$ cat config.mk
export PLATFORM = sky130hd
export DESIGN_NAME = html_entity_decoder_unit
export DESIGN_NICKNAME = d
export VERILOG_FILES = /design/src/hed_pkg.sv /design/src/hed_front.sv /design/src/hed_fifo.sv /design/src/hed_back.sv /design/src/html_entity_decoder_unit.sv
export SDC_FILE = /design/constraint.sdc
export NUM_CORES = 1
export LEC_CHECK = 0
export BUFFER_PORTS_ARGS = -buffer_cell sky130_fd_sc_hd__clkbuf_2
export CAP_MARGIN = 20
export CORE_MARGIN = 2
export CORE_UTILIZATION = 55
export CTS_BUF_LIST = sky130_fd_sc_hd__clkbuf_2 sky130_fd_sc_hd__clkbuf_4 sky130_fd_sc_hd__clkbuf_8
export DETAILED_ROUTE_END_ITERATION = 10
export GPL_TIMING_DRIVEN = 1
export PLACE_DENSITY_LB_ADDON = 0.2
export SETUP_SLACK_MARGIN = 0.1
export SKIP_LAST_GASP = 1
export SYNTH_ARGS = -nofsm -noshare
export SYNTH_HDL_FRONTEND = slang
export SYNTH_SLANG_ARGS = --single-unit
$ cat constraint.sdc
create_clock -name clk_i -period 7.2 [get_ports clk_i]
set_input_delay 2.16 -clock clk_i [delete_from_list [all_inputs] [get_ports clk_i]]
set_output_delay 2.16 -clock clk_i [all_outputs]
set_load 0.005 [all_outputs]
$ cat src/hed_pkg.sv
// shared types, character codes and entity tables of the html entity decoder
// used by hed_front, hed_fifo, hed_back and html_entity_decoder_unit; no dependencies
package hed_pkg;

  typedef enum logic [5:0] {
    MODE_IDLE      = 6'b000001,
    MODE_NAME      = 6'b000010,
    MODE_NUM       = 6'b000100,
    MODE_SKIP_SEMI = 6'b001000,
    MODE_TAG       = 6'b010000,
    MODE_SKIP_GT   = 6'b100000
  } mode_e;

  typedef enum logic [1:0] {
    JOB_BYTE = 2'd0,
    JOB_CODE = 2'd1,
    JOB_END  = 2'd2
  } job_kind_e;

  typedef struct packed {
    job_kind_e   kind;
    logic [30:0] value;
  } job_t;

  localparam int unsigned NumNames = 5;

  localparam logic [7:0] CharAmp   = 8'h26;
  localparam logic [7:0] CharLt    = 8'h3C;
  localparam logic [7:0] CharGt    = 8'h3E;
  localparam logic [7:0] CharSemi  = 8'h3B;
  localparam logic [7:0] CharHash  = 8'h23;
  localparam logic [7:0] CharNl    = 8'h0A;
  localparam logic [7:0] CharZero  = 8'h30;
  localparam logic [7:0] CharNine  = 8'h39;
  localparam logic [7:0] CharNul   = 8'h00;

  localparam logic [30:0] CodeMax = 31'h7FFF_FFFF;

  // lt, gt, amp, apos, quot
  function automatic logic [7:0] name_char_at(input logic [2:0] k, input logic [2:0] pos);
    logic [7:0] c;
    c = 8'h00;
    case (k)
      3'd0: begin
        case (pos)
          3'd0: c = 8'h6C;
          3'd1: c = 8'h74;
          3'd2: c = CharSemi;
          default: c = 8'h00;
        endcase
      end
      3'd1: begin
        case (pos)
          3'd0: c = 8'h67;
          3'd1: c = 8'h74;
          3'd2: c = CharSemi;
          default: c = 8'h00;
        endcase
      end
      3'd2: begin
        case (pos)
          3'd0: c = 8'h61;
          3'd1: c = 8'h6D;
          3'd2: c = 8'h70;
          3'd3: c = CharSemi;
          default: c = 8'h00;
        endcase
      end
      3'd3: begin
        case (pos)
          3'd0: c = 8'h61;
          3'd1: c = 8'h70;
          3'd2: c = 8'h6F;
          3'd3: c = 8'h73;
          3'd4: c = CharSemi;
          default: c = 8'h00;
        endcase
      end
      3'd4: begin
        case (pos)
          3'd0: c = 8'h71;
          3'd1: c = 8'h75;
          3'd2: c = 8'h6F;
          3'd3: c = 8'h74;
          3'd4: c = CharSemi;
          default: c = 8'h00;
        endcase
      end
      default: c = 8'h00;
    endcase
    return c;
  endfunction

  function automatic logic [2:0] name_len(input logic [2:0] k);
    logic [2:0] l;
    case (k)
      3'd0: l = 3'd3;
      3'd1: l = 3'd3;
      3'd2: l = 3'd4;
      3'd3: l = 3'd5;
      3'd4: l = 3'd5;
      default: l = 3'd0;
    endcase
    return l;
  endfunction

  function automatic logic [7:0] name_result(input logic [2:0] k);
    logic [7:0] c;
    case (k)
      3'd0: c = CharLt;
      3'd1: c = CharGt;
      3'd2: c = CharAmp;
      3'd3: c = 8'h27;
      3'd4: c = 8'h22;
      default: c = 8'h00;
    endcase
    return c;
  endfunction

  // "br>"
  function automatic logic [7:0] tag_char_at(input logic [2:0] pos);
    logic [7:0] c;
    case (pos)
      3'd0: c = 8'h62;
      3'd1: c = 8'h72;
      3'd2: c = CharGt;
      default: c = 8'h00;
    endcase
    return c;
  endfunction

endpackage

$ cat src/hed_front.sv
// parser front end: takes one text byte per request and turns it into at most one output job
// depends on hed_pkg
module hed_front (
  input  logic              clk_i,
  input  logic              rst_ni,
  input  logic              accept_i,
  input  logic [7:0]        byte_i,
  output logic              push_o,
  output hed_pkg::job_t     job_o
);

  hed_pkg::mode_e mode_q, mode_d;
  logic [2:0]     pos_q, pos_d;
  logic [4:0]     mask_q, mask_d;
  logic [30:0]    code_q, code_d;
  logic           dig_q, dig_d;

  logic           go_idle;
  hed_pkg::mode_e idle_mode;
  logic [4:0]     hit;
  logic [4:0]     fin;
  logic [2:0]     fin_k;
  logic [34:0]    code_x10;
  logic           is_digit;

  assign is_digit = (byte_i >= hed_pkg::CharZero) && (byte_i <= hed_pkg::CharNine);
  assign code_x10 = ({4'd0, code_q} << 3) + ({4'd0, code_q} << 1)
                    + {27'd0, byte_i - hed_pkg::CharZero};

  always_comb begin
    fin_k = 3'd0;
    for (int k = 0; k < hed_pkg::NumNames; k++) begin
      hit[k] = mask_q[k] && (pos_q < hed_pkg::name_len(3'(k)))
               && (hed_pkg::name_char_at(3'(k), pos_q) == byte_i);
      fin[k] = hit[k] && ((pos_q + 3'd1) == hed_pkg::name_len(3'(k)));
      if (fin[k]) begin
        fin_k = 3'(k);
      end
    end
  end

  always_comb begin
    mode_d    = mode_q;
    pos_d     = pos_q;
    mask_d    = mask_q;
    code_d    = code_q;
    dig_d     = dig_q;
    go_idle   = 1'b0;
    idle_mode = hed_pkg::MODE_IDLE;
    push_o    = 1'b0;
    job_o     = '{kind: hed_pkg::JOB_BYTE, value: 31'd0};
    if (accept_i) begin
      if (byte_i == hed_pkg::CharNul) begin
        go_idle = 1'b1;
        push_o  = 1'b1;
        job_o   = '{kind: hed_pkg::JOB_END, value: 31'd0};
      end else begin
        case (mode_q)
          hed_pkg::MODE_NAME: begin
            if (pos_q == 3'd0 && byte_i == hed_pkg::CharHash) begin
              mode_d = hed_pkg::MODE_NUM;
              code_d = 31'd0;
              dig_d  = 1'b1;
            end else if (hit == 5'd0) begin
              go_idle = 1'b1;
              if (byte_i != hed_pkg::CharSemi) begin
                idle_mode = hed_pkg::MODE_SKIP_SEMI;
              end
            end else if (fin != 5'd0) begin
              push_o  = 1'b1;
              job_o   = '{kind: hed_pkg::JOB_BYTE,
                          value: {23'd0, hed_pkg::name_result(fin_k)}};
              go_idle = 1'b1;
            end else begin
              pos_d  = pos_q + 3'd1;
              mask_d = hit;
            end
          end
          hed_pkg::MODE_NUM: begin
            if (byte_i == hed_pkg::CharSemi) begin
              push_o  = (code_q != 31'd0);
              job_o   = '{kind: hed_pkg::JOB_CODE, value: code_q};
              go_idle = 1'b1;
            end else if (is_digit) begin
              if (dig_q) begin
                code_d = (code_x10[34:31] != 4'd0) ? hed_pkg::CodeMax : code_x10[30:0];
              end
            end else begin
              dig_d = 1'b0;
            end
          end
          hed_pkg::MODE_SKIP_SEMI: begin
            if (byte_i == hed_pkg::CharSemi) begin
              go_idle = 1'b1;
            end
          end
          hed_pkg::MODE_TAG: begin
            if (pos_q < 3'd3 && hed_pkg::tag_char_at(pos_q) == byte_i) begin
              if (pos_q == 3'd2) begin
                push_o  = 1'b1;
                job_o   = '{kind: hed_pkg::JOB_BYTE, value: {23'd0, hed_pkg::CharNl}};
                go_idle = 1'b1;
              end else begin
                pos_d = pos_q + 3'd1;
              end
            end else if (byte_i == hed_pkg::CharGt) begin
              go_idle = 1'b1;
            end else begin
              go_idle   = 1'b1;
              idle_mode = hed_pkg::MODE_SKIP_GT;
            end
          end
          hed_pkg::MODE_SKIP_GT: begin
            if (byte_i == hed_pkg::CharGt) begin
              go_idle = 1'b1;
            end
          end
          default: begin
            if (byte_i == hed_pkg::CharAmp) begin
              go_idle   = 1'b1;
              idle_mode = hed_pkg::MODE_NAME;
            end else if (byte_i == hed_pkg::CharLt) begin
              go_idle   = 1'b1;
              idle_mode = hed_pkg::MODE_TAG;
            end else begin
              push_o = 1'b1;
              job_o  = '{kind: hed_pkg::JOB_BYTE, value: {23'd0, byte_i}};
            end
          end
        endcase
      end
      if (go_idle) begin
        mode_d = idle_mode;
        pos_d  = 3'd0;
        mask_d = (idle_mode == hed_pkg::MODE_NAME) ? 5'h1F : 5'h00;
        code_d = 31'd0;
        dig_d  = 1'b0;
      end
    end
  end

  always_ff @(posedge clk_i or negedge rst_ni) begin
    if (!rst_ni) begin
      mode_q <= hed_pkg::MODE_IDLE;
      pos_q  <= 3'd0;
      mask_q <= 5'd0;
      code_q <= 31'd0;
      dig_q  <= 1'b0;
    end else begin
      mode_q <= mode_d;
      pos_q  <= pos_d;
      mask_q <= mask_d;
      code_q <= code_d;
      dig_q  <= dig_d;
    end
  end

endmodule

$ cat src/hed_fifo.sv
// short job queue between parser front end and byte emitter
// depends on hed_pkg
module hed_fifo #(
  parameter int unsigned Depth = 4
) (
  input  logic          clk_i,
  input  logic          rst_ni,
  input  logic          push_i,
  input  hed_pkg::job_t data_i,
  output logic          full_o,
  output logic          valid_o,
  output hed_pkg::job_t data_o,
  input  logic          pop_i
);

  localparam int unsigned PtrW = (Depth > 1) ? $clog2(Depth) : 1;
  localparam int unsigned CntW = $clog2(Depth + 1);
  localparam logic [PtrW-1:0] LastPtr = PtrW'(Depth - 1);
  localparam logic [CntW-1:0] FullCnt = CntW'(Depth);

  hed_pkg::job_t   mem_q [Depth];
  logic [PtrW-1:0] wr_q, rd_q;
  logic [CntW-1:0] cnt_q;
  logic            do_push, do_pop;

  assign full_o  = (cnt_q == FullCnt);
  assign valid_o = (cnt_q != '0);
  assign data_o  = mem_q[rd_q];
  assign do_push = push_i && !full_o;
  assign do_pop  = pop_i && valid_o;

  always_ff @(posedge clk_i) begin
    if (do_push) begin
      mem_q[wr_q] <= data_i;
    end
  end

  always_ff @(posedge clk_i or negedge rst_ni) begin
    if (!rst_ni) begin
      wr_q  <= '0;
      rd_q  <= '0;
      cnt_q <= '0;
    end else begin
      if (do_push) begin
        wr_q <= (wr_q == LastPtr) ? '0 : wr_q + PtrW'(1);
      end
      if (do_pop) begin
        rd_q <= (rd_q == LastPtr) ? '0 : rd_q + PtrW'(1);
      end
      if (do_push && !do_pop) begin
        cnt_q <= cnt_q + CntW'(1);
      end else if (!do_push && do_pop) begin
        cnt_q <= cnt_q - CntW'(1);
      end
    end
  end

endmodule

$ cat src/hed_back.sv
// byte emitter: expands queued jobs into output bytes, utf-8 codes take up to six
// depends on hed_pkg
module hed_back (
  input  logic          clk_i,
  input  logic          rst_ni,
  input  logic          head_valid_i,
  input  hed_pkg::job_t head_i,
  output logic          pop_o,
  output logic [7:0]    tdata_o,
  output logic          tlast_o,
  output logic          tuser_o,
  output logic          tvalid_o,
  input  logic          tready_i
);

  logic [2:0]  idx_q, idx_d;
  logic        tvalid_q;
  logic [7:0]  tdata_q;
  logic        tlast_q, tuser_q;

  logic [2:0]  len;
  logic [2:0]  grp;
  logic [37:0] ext;
  logic [7:0]  grp_bits;
  logic [7:0]  lead;
  logic [7:0]  byte_val;
  logic        load;
  logic        last;

  always_comb begin
    if (head_i.kind != hed_pkg::JOB_CODE || head_i.value < 31'h80) begin
      len = 3'd1;
    end else if (head_i.value < 31'h800) begin
      len = 3'd2;
    end else if (head_i.value < 31'h1_0000) begin
      len = 3'd3;
    end else if (head_i.value < 31'h20_0000) begin
      len = 3'd4;
    end else if (head_i.value < 31'h400_0000) begin
      len = 3'd5;
    end else begin
      len = 3'd6;
    end
  end

  assign grp = len - 3'd1 - idx_q;
  assign ext = {7'd0, head_i.value};

  always_comb begin
    case (grp)
      3'd0: grp_bits = ext[7:0];
      3'd1: grp_bits = ext[13:6];
      3'd2: grp_bits = ext[19:12];
      3'd3: grp_bits = ext[25:18];
      3'd4: grp_bits = ext[31:24];
      3'd5: grp_bits = ext[37:30];
      default: grp_bits = 8'h00;
    endcase
  end

  always_comb begin
    case (len)
      3'd2: lead = 8'hC0;
      3'd3: lead = 8'hE0;
      3'd4: lead = 8'hF0;
      3'd5: lead = 8'hF8;
      3'd6: lead = 8'hFC;
      default: lead = 8'h00;
    endcase
  end

  always_comb begin
    case (head_i.kind)
      hed_pkg::JOB_CODE: begin
        if (len == 3'd1) begin
          byte_val = head_i.value[7:0];
        end else if (idx_q == 3'd0) begin
          byte_val = lead | grp_bits;
        end else begin
          byte_val = {2'b10, grp_bits[5:0]};
        end
      end
      hed_pkg::JOB_END: byte_val = 8'h00;
      default:          byte_val = head_i.value[7:0];
    endcase
  end

  assign load  = head_valid_i && (!tvalid_q || tready_i);
  assign last  = (idx_q == len - 3'd1);
  assign pop_o = load && last;
  assign idx_d = pop_o ? 3'd0 : (load ? idx_q + 3'd1 : idx_q);

  always_ff @(posedge clk_i or negedge rst_ni) begin
    if (!rst_ni) begin
      tvalid_q <= 1'b0;
      idx_q    <= 3'd0;
    end else begin
      idx_q <= idx_d;
      if (load) begin
        tvalid_q <= 1'b1;
      end else if (tready_i) begin
        tvalid_q <= 1'b0;
      end
    end
  end

  always_ff @(posedge clk_i) begin
    if (load) begin
      tdata_q <= byte_val;
      tlast_q <= last;
      tuser_q <= (head_i.kind == hed_pkg::JOB_END);
    end
  end

  assign tvalid_o = tvalid_q;
  assign tdata_o  = tdata_q;
  assign tlast_o  = tlast_q;
  assign tuser_o  = tuser_q;

endmodule

$ cat src/html_entity_decoder_unit.sv
// top level of the html entity decoder: parser front end, job queue, byte emitter
// depends on hed_pkg, hed_front, hed_fifo, hed_back
//
// input stream: one text byte per request; a zero byte ends the string and
//   returns the parser to plain text
// output stream: decoded bytes; tlast marks the final byte caused by one
//   input byte, tuser marks the single zero result that reports end of string
// input bytes that open or continue an entity or a tag give no output
// a byte is taken every cycle while the job queue has room; the parser
//   finishes its work in the cycle of the request
// path: an accepted byte's job is written into the job queue, and its output
//   byte is then registered in the output register
// throughput: one output byte per cycle while the receiver is ready; a numeric
//   entity gives 1 to 6 utf-8 bytes, and the emitter holds its queue entry until the last one
// receiver stall: the output register holds, the queue fills and then
//   s_axis_tready_o drops; nothing is lost
// reset: parser goes to plain text, queue and output register empty
module html_entity_decoder_unit #(
  parameter int unsigned FifoDepth = 4
) (
  input  logic       clk_i,
  input  logic       rst_ni,
  input  logic [7:0] s_axis_tdata_i,   // [7:0] text_byte
  input  logic       s_axis_tvalid_i,
  output logic       s_axis_tready_o,
  output logic [7:0] m_axis_tdata_o,   // [7:0] out_byte
  output logic       m_axis_tlast_o,
  output logic       m_axis_tuser_o,   // [0] string_end
  output logic       m_axis_tvalid_o,
  input  logic       m_axis_tready_i
);

  logic          accept;
  logic          push;
  hed_pkg::job_t push_job;
  logic          full;
  logic          head_valid;
  hed_pkg::job_t head_job;
  logic          pop;

  assign s_axis_tready_o = !full;
  assign accept          = s_axis_tvalid_i && !full;

  hed_front u_front (
    .clk_i    (clk_i),
    .rst_ni   (rst_ni),
    .accept_i (accept),
    .byte_i   (s_axis_tdata_i),
    .push_o   (push),
    .job_o    (push_job)
  );

  hed_fifo #(
    .Depth (FifoDepth)
  ) u_fifo (
    .clk_i   (clk_i),
    .rst_ni  (rst_ni),
    .push_i  (push),
    .data_i  (push_job),
    .full_o  (full),
    .valid_o (head_valid),
    .data_o  (head_job),
    .pop_i   (pop)
  );

  hed_back u_back (
    .clk_i        (clk_i),
    .rst_ni       (rst_ni),
    .head_valid_i (head_valid),
    .head_i       (head_job),
    .pop_o        (pop),
    .tdata_o      (m_axis_tdata_o),
    .tlast_o      (m_axis_tlast_o),
    .tuser_o      (m_axis_tuser_o),
    .tvalid_o     (m_axis_tvalid_o),
    .tready_i     (m_axis_tready_i)
  );

endmodule
* After elaboration in Yosys (flattened, before gate mapping) *
Memories as Yosys holds them, arrays and structs flattened.
Cells that the tools add are included.

storage, ports and cells
  bits of input ports = 12
  logic and storage cells = 262
  memories = 1
  output and inout bits = 12
  bits in registers = 67
  memory bits (writable) = 132

memory list
  memory        words  width  rd ports  clocked after Yosys merged registers in  wr ports  RTL line        source
  u_fifo.mem_q  4      33     1         0                                        1         hed_fifo.sv:21  hed_pkg::job_t mem_q [Depth];

operators by class
  add/subtract/negate cells = 11
  reductions and logical operators = 56
  magnitude comparators = 10
  bitwise gates (word level) = 1
  mux-type cells = 109
  equal/unequal tests = 61

operators by type and width
  operator                count
  $mux W31                7
  $mux W33                6
  $pmux W33 S4            1
  $pmux W7 S5             2
  $mux W6                 11
  $pmux W7 S3             3
  $pmux W31 S2            1
  $mux W8                 7
  $mux W3                 16
  $pmux W8 S6             1
  $eq A7 B8 Y1            5
  $eq A8 B6 Y1 const B    5
  $mux W5                 8
  $pmux W8 S5             1
  $add A34 B32 Y35        1
  $add A35 B8 Y35         1
  $mux W32                1
  $lt A31 B12 Y1 const B  1
  $lt A31 B17 Y1 const B  1
  $lt A31 B22 Y1 const B  1
  $lt A31 B27 Y1 const B  1
  $lt A31 B8 Y1 const B   1
  $reduce_bool A31 Y1     1
  $eq A3 B3 Y1 const B    10
  52 further kinds        155

* Longest topological paths before layout *
Gate-level depths: netlist of the first run.

  depth after elaboration = 17
  gate-level depth with buffers = 23
  depth with buffers taken out = 19

* By module *
A second synthesis of the first run with hierarchy kept.

second synthesis, totals
  cell total of the unflattened synthesis = 1036
  area total of the unflattened synthesis = 12334.3 um2

modules (own cells, without submodules)
  module                    area each (um2)  cells an instance  seq. area each (um2)  instances
  hed_front                 5585.4           661                1152.4                1
  hed_fifo                  5272.6           210                4139.0                1
  hed_back                  1466.4           163                400.4                 1
  html_entity_decoder_unit  10.0             2                  0.0                   1

* Worst setup path before layout of the first run *
No wires, ideal clock.

  kind = in2reg
  from = in s_axis_tdata_i[4]
  to = reg u_front.code_q[22]
  slack = 1476 ps
  path buffers = 2
  data arrival time = 5603 ps
  cell stages on the path = 17
  data required time = 7079 ps
  library setup time = 121 ps
  cells stage by stage = buf_2 -> inv_1 -> ha_1 -> inv_1 -> fa_1 -> inv_1 -> ha_1 -> o211ai_1 -> o211ai_1 -> o21ai_0 -> o2111ai_1 -> a221oi_1 -> or3b_2 -> nand4_1 -> clkbuf_1 -> o311ai_0 -> a22o_1

on the way
  longest elaborated chain between the ends = 12
  elaborated cells on any way between the ends = 57
  those cells by class = 2 x add/sub; 2 x order compare; 16 x eq/ne; 18 x mux; 19 x reduce/logical

RTL lines
  item                                                                      RTL line                        source
  from (decl)                                                               html_entity_decoder_unit.sv:23  input logic [7:0] s_axis_tdata_i,
  parallel branches: the longest is 12 deep, another holds $add A35 B8 Y35  n/a
  to (signal assigned)                                                      hed_front.sv:153                code_q <= code_d;
  to (decl)                                                                 hed_front.sv:15                 logic [30:0] code_q, code_d;

Several ways; the timed one is not identified. The select of a mux whose other input is x is not followed.
A chain may end at the register's enable or synchronous reset.

* Final worst setup path of the first run *
  from = in s_axis_tdata_i[4]
  to = reg u_front.code_q[24]

Same word-level chain as after synthesis.

==> impl_metrics.tcl, run 1 <==
set metrics [dict create \
    critical_path_class "input port to flop" \
    clockRootBuffer "clkbuf_8" \
    holdPathStages 1 \
    path_max_fanout 20 \
    p_leak_nw 5.44 \
    syn_inst 1103 \
    drt-total-wl_um 27000 \
    area_growth_pct 5.88 \
    dr.pass1.iters 6 \
    hold_violations 0 \
    r2r_slack_ns 1.91 \
    die_area_um2 24000 \
    place.port_buffers 23 \
    vias_per_cell 6.27 \
    post_cts_buffers 0 \
    maxClockFrequency_ghz 0.165 \
    synth_ff_type "edfxtp_1" \
    rr_worst_depth 18 \
    synth_top_area_share_pct 34.1 \
    worst-path-buf-inv 5 \
    vdd_ir_drop_max_mv 0.316 \
    initialDrtViolationCount 602 \
    crit_chain "clkbuf_2 > inv_1 > ha_1 > inv_1 > fa_1 > inv_1 > ha_1 > o211ai_1 > o211ai_1 > o21ai_0 > o2111ai_1 > a221oi_1 > or3b_2 > nand4_1 > buf_4 > o211ai_1 > a22o_1" \
    cp.arrival_ns 6.42 \
    holdCritPathClass "flop to flop" \
    netlist_area_um2 12500 \
    yosysSeqAreaShare_pct 45.5 \
    syn_nets 1206 \
    avgSynthCellArea_um2 11.4 \
    post-route-period-util_pct 84.0 \
    slowest_delay_ns 0.49 \
    skew_ns 0.0232 \
    startpoint_type "input port" \
    die_h_um 155 \
    hp-start "u_front.mask_q[2]" \
    critPathSlowestCell "or3b_2" \
    insertedDiodeCount 0 \
    routedWlPerCell_um 19.3 \
    worstSetupEndpointType "flop" \
    initial_utilization_pct 55.6 \
    layout-drive-gt1-share_pct 13.3 \
    async_reset_ff_share_pct 28.6 \
    placed_area_um2 12800 \
    antenna_found_initial 0 \
    max-slew-margin-rel_pct 40.6 \
    drcViolationCount 0 \
    nNetsFinal 1204 \
    rsz0062_at_grt "no" \
    htree_levels 4 \
    grt_max_degree 58 \
    postLayoutCellArea_um2 13300 \
    pin_count 24 \
    cts_max_path_buffers 2 \
    min_to "u_front.mask_q[2]" \
    drtAntennaViolNets 0 \
    synthMostInstantiatedCell "edfxtp_1" \
    clock-sinks 199 \
    place_ws_ns 0.672 \
    yosys_register_bits 199 \
    layoutNonFillerInstCount 1399 \
    holdBufCountCts 0 \
    rr_endpoint "u_back.tdata_o[2]" \
    cts.clk_slew.worst_paths_ns 0.11 \
    placed_cells 1367 \
    grtUsageTotal_pct 23.5 \
    p_per_area_nw_per_um2 360 \
    rows 55 \
    cts-resized-gates 0 \
    cts_tree "yes" \
    clkLatencyLatePin_ns 0.47 \
    vias 8771 \
    r2r_start "u_fifo.rd_q[0]" \
    core_area_um2 22500 \
    setup_ws_ns 1.15 \
    synth_edf_count 142 \
    cp.required_ns 7.56 \
    drv_slew 0 \
    status "finished, final reports clean" \
    setup_viol 0 \
    ys_types 85 \
    place.gp.congestion 0.914 \
    tightestPinTransition_ns 0.891 \
    cap_violations 0 \
    cp_top_family "compound AO/OA/AOI/OAI gates" \
    die_x_um 155 \
    cts_buffers 17 \
    yosysTopAreaCell "edfxtp_1" \
    grt_pass1_wl_um 44600 \
    grt_overflow 0 \
    grt_pass1_vias 8523 \
    tns_ns 0 \
    synthTopCellsByArea "edfxtp_1 34%, dfrtp_1 11%, ha_1 8.3%" \
    synthTopCellsByCount "142 x edfxtp_1, 83 x ha_1, 66 x nand2_1" \
    hpwl_um 19900 \
    min_period_ns 6.05 \
    yosys_warnings 0 \
]
## worst max path at each step
stage	to	start	cells after the start
floorplan	u_front.code_q[22]	s_axis_tdata_i[4]	17
global placement	u_front.code_q[24]	s_axis_tdata_i[4]	17
detailed placement	u_front.code_q[24]	s_axis_tdata_i[4]	17
CTS	u_front.code_q[24]	s_axis_tdata_i[4]	17
global route	u_front.code_q[13]	s_axis_tdata_i[4]	17
finish	u_front.code_q[24]	s_axis_tdata_i[4]	17
## routing by layer
metal / share of wire [%] / track usage (%)
met1: 49 / 34.3
met2: 46 / 37.0
met3: 3.9 / 3.54
met4: 1.7 / 6.35
met5: 0 / 0
## state kept, by name, indices dropped and copies added (netlist names)
register and cells:
u_front.mode_q 6, u_back.tuser_o 1, u_back.tvalid_o 1, u_front.pos_q 3, u_front.code_q 31, u_front.dig_q 1, u_back.tdata_o 8, u_front.mask_q 5
u_fifo.rd_q 2, u_back.idx_q 3, u_fifo.cnt_q 3, u_back.tlast_o 1, u_fifo.wr_q 2, u_fifo.mem_q 132
## layout make-up
class                      instances  area [µm²]
tap                              285         357
timing repair buffer              36         213
multi-input combinational        795        6390
sequential                       199        5690
clock buffer                      17         234
clock inverter                    15         179
fill                            1851        9250
inverter                          52         195
## worst reg2reg max path, cell delays in order, from the launching register on
cell and delay, ns:
dfrtp_2 0.95, mux4_2 0.68, or4_1 0.56, and3_1 0.20, o21bai_1 0.15, nand2_1 0.08, nand2_1 0.15, inv_1 0.09
ha_1 0.22, ha_1 0.33, xnor2_1 0.22, xnor2_1 0.15, buf_4 0.24, mux2_2 0.35, a21oi_1 0.15, o22ai_1 0.10
a21o_1 0.18, a22oi_1 0.13, o21ai_0 0.11
## cell families after synthesis
kind of cell,count (synthesis),share of synthesized area [%]
buf+inv,109,3.72
flops,199,45.5
compound gates,275,15.3
xor+xnor,40,2.80
fa+ha+maj,91,9.57
simple gates,320,13.9
mux,69,9.17
## report_power, final
part / internal (W) / leakage, nW / switching, W
registers: 0.00154 / 2.09 / 0.000198
logic: 0.00104 / 3.14 / 0.00129
clock network: 0.000267 / 0.207 / 0.000433
## cells in the final DEF (no fill, tap or decap), types with 5 or more instances in the layout
cell      count
clkbuf_8     17
mux2_2       16
nor3_1       24
nand4_1      16
xnor2_1      21
nand3b_1      8
nor4_1       14
clkbuf_2     23
inv_6         5
a21oi_1      51
inv_1        51
buf_4        13
xor2_1       19
nand3_1      34
o211ai_1     17
clkinv_8      6
ha_1         83
o22ai_1       9
and3_1       10
a31oi_1      10
o21ai_0      48
nor2b_1      12
nand2b_1      5
mux4_2       34
edfxtp_1    142
a22o_1       31
o31ai_1       5
mux2i_1      15
nand2_1      66
o21a_1       18
nor2_1       57
a21o_1       20
a211oi_1      9
a22oi_1      10
fa_1          8
dfrtp_1      55
and2_1       35
nor3b_1       5
## stage by stage
step	power, W	utilization (%)	hold slack [ns]
2_1_floorplan	0.00355	-	0.455
3_5_place_dp	0.00409	57.1	0.475
5_1_grt	0.00510	58.9	0.524
6_report	0.00477	58.9	0.496
4_1_cts	0.00479	58.9	0.503
3_3_place_gp	0.00406	57.1	0.472
(Power assumes the default switching activity.)
==> inputs of run 2 (changes only) <==
==> constraint.sdc (replaced) <==
create_clock -name clk_i -period 6 [get_ports clk_i]
set_input_delay 1.8 -clock clk_i [delete_from_list [all_inputs] [get_ports clk_i]]
set_output_delay 1.8 -clock clk_i [all_outputs]
set_load 0.005 [all_outputs]
==> run 2 against run 1 <==
  * Die area stayed put
  * Sequential share of layout area down 0.27 points
  * Critical path depth grew 1
  * Via count rose by 0.73%
  * Setup slack got worse by 0.45 ns
  * Global-route usage up 0.73 points
  * Flip-flop and latch count unchanged
  * Utilization rose by 0.37 points
  * First-iteration DRC count grew 31%
  * Clock skew shrank 0.0013 ns
  * Combinational power rose by 23%
  * Critical endpoint is now u_back.tdata_o[1]
  * Largest power group unchanged
  * Highest routed layer unchanged
==> impl_metrics.tcl, run 2 (same netlist as run 1, synthesis figures left out) <==
set metrics [dict create \
    grt_pass1_vias 8656 \
    clkLatencyLatePin_ns 0.49 \
    regMostFlops "u_fifo.mem_q" \
    place.port_buffers 23 \
    routedWlPerCell_um 19.5 \
    skew_ns 0.0219 \
    cts_max_path_buffers 2 \
    initial_utilization_pct 55.6 \
    htree_levels 4 \
    die_x_um 155 \
    cts_buffers 17 \
    grt_pass1_wl_um 46100 \
    startpoint_type "flop" \
    r2r_start "u_fifo.rd_q[0]" \
    pin_count 24 \
    grtUsageTotal_pct 24.2 \
    drv_slew 0 \
    hold-worst-slack_ns 0.513 \
    drcViolationCount 0 \
    core_area_um2 22500 \
    fillCellCount 1802 \
    holdBufCountCts 0 \
    tightestPinTransition_ns 0.870 \
    grt_overflow 0 \
    worstSetupEndpointType "flop" \
    nNetsFinal 1213 \
    setup_ws_ns 0.695 \
    post_cts_buffers 0 \
    area_growth_pct 6.54 \
    initialDrtViolationCount 790 \
    hold_violations 0 \
    rows 55 \
    hp-start "u_back.tvalid_o" \
    cp.arrival_ns 5.53 \
    cp.required_ns 6.23 \
    cp-startpoint "u_fifo.rd_q[0]" \
    cts_tree "yes" \
    holdCritPathClass "flop to flop" \
    placed_cells 1376 \
    maxClockFrequency_ghz 0.189 \
    grt_max_degree 58 \
    drtAntennaViolNets 0 \
    hpwl_um 20100 \
    tns_ns 0 \
    cts.clk_slew.worst_paths_ns 0.12 \
    p_total_w 0.00578 \
    rsz0062_at_grt "no" \
    post-route-period-util_pct 88.4 \
    dr.pass1.iters 6 \
    vias 8835 \
    vdd_ir_drop_max_mv 0.330 \
    clockRootBuffer "clkbuf_8" \
    setup_viol 0 \
    cap_violations 0 \
    endpoint "u_back.tdata_o[1]" \
    max-slew-margin-rel_pct 41.2 \
    drt-total-wl_um 27400 \
    rr_worst_depth 18 \
    status "finished, final reports clean" \
    layout_commonest_cell "edfxtp_1" \
    r2r_slack_ns 0.70 \
    cts-resized-gates 0 \
    antenna_found_initial 0 \
    die_h_um 155 \
    layout-drive-gt1-share_pct 14.0 \
    largest_register_ffs 132 \
    critical_path_class "flop to flop" \
    clock-sinks 199 \
    place.gp.congestion 0.881 \
    mostFrequentLayoutCells "142 x edfxtp_1, 83 x ha_1, 66 x nand2_1" \
    path_max_fanout 15 \
    insertedDiodeCount 0 \
    slowest_delay_ns 0.68 \
    p_per_area_nw_per_um2 433 \
    place_ws_ns 0.314 \
    rr_endpoint "u_back.tdata_o[1]" \
    p_leak_nw 5.50 \
    vias_per_cell 6.27 \
    die_area_um2 24000 \
    min_period_ns 5.30 \
    critPathSlowestCell "dfrtp_2" \
    layoutNonFillerInstCount 1408 \
    crit_chain "buf_4 > buf_4 > mux4_2 > nor3_1 > nand2_1 > nor2_1 > o21ai_0 > nand2_1 > nand2_1 > ha_1 > fa_1 > xnor2_1 > buf_4 > mux2_2 > a21oi_1 > o22ai_1 > a22oi_1 > o21ai_0" \
]
## run 2: area by class of cell
type                       count  area, µm²  area share [%]
inverter                      52        195            1.46
multi-input combinational    795       6390            47.9
clock inverter                15        169            1.27
sequential                   199       5690            42.7
clock buffer                  17        234            1.75
tap                          285        357            2.67
timing repair buffer          45        305            2.29
## run 2: critical path, delay by kind of cell (launching register included)
family | cells | cell delay (ns)
buffers and inverters | 3 | 0.74
and+or+nand+nor | 5 | 0.66
xor gates and xnor gates | 1 | 0.66
muxes | 2 | 0.91
AOI/OAI and AO/OA | 5 | 0.63
adders and majority gates | 2 | 0.76
DFF | 1 | 0.68
## run 2: worst min-delay path by stage
stage               depth (start not counted)                end  slack, ns
finish                                      2    u_back.tvalid_o       0.51
global route                                1  u_front.mask_q[2]       0.52
CTS                                         1  u_front.mask_q[1]       0.51
detailed placement                          1  u_front.mask_q[1]       0.49
global placement                            1  u_front.mask_q[2]       0.47
floorplan                                   1  u_front.mask_q[2]       0.46
## run 2: through the flow
| step | utilization (%) | cell area [µm²] |
|---|---|---|
| 3_3_place_gp | 57.5 | 12900 |
| 5_1_grt | 59.3 | 13300 |
| 2_1_floorplan | - | 12500 |
| 3_5_place_dp | 57.5 | 12900 |
| 4_1_cts | 59.3 | 13300 |
| 6_report | 59.3 | 13300 |
## run 2: routing by layer
| metal | wire, µm | track usage [%] |
|---|---|---|
| met1 | 13200 | 35.3 |
| met2 | 12900 | 38.9 |
| met3 | 1040 | 3.37 |
| met4 | 337 | 5.64 |
| met5 | 0 | 0 |
## run 2: power by group
part	total [W]	internal (W)	leakage, nW	switching (W)
clock network	0.000850	0.000319	0.207	0.000531
logic	0.00287	0.00127	3.20	0.00160
registers	0.00206	0.00185	2.09	0.000205
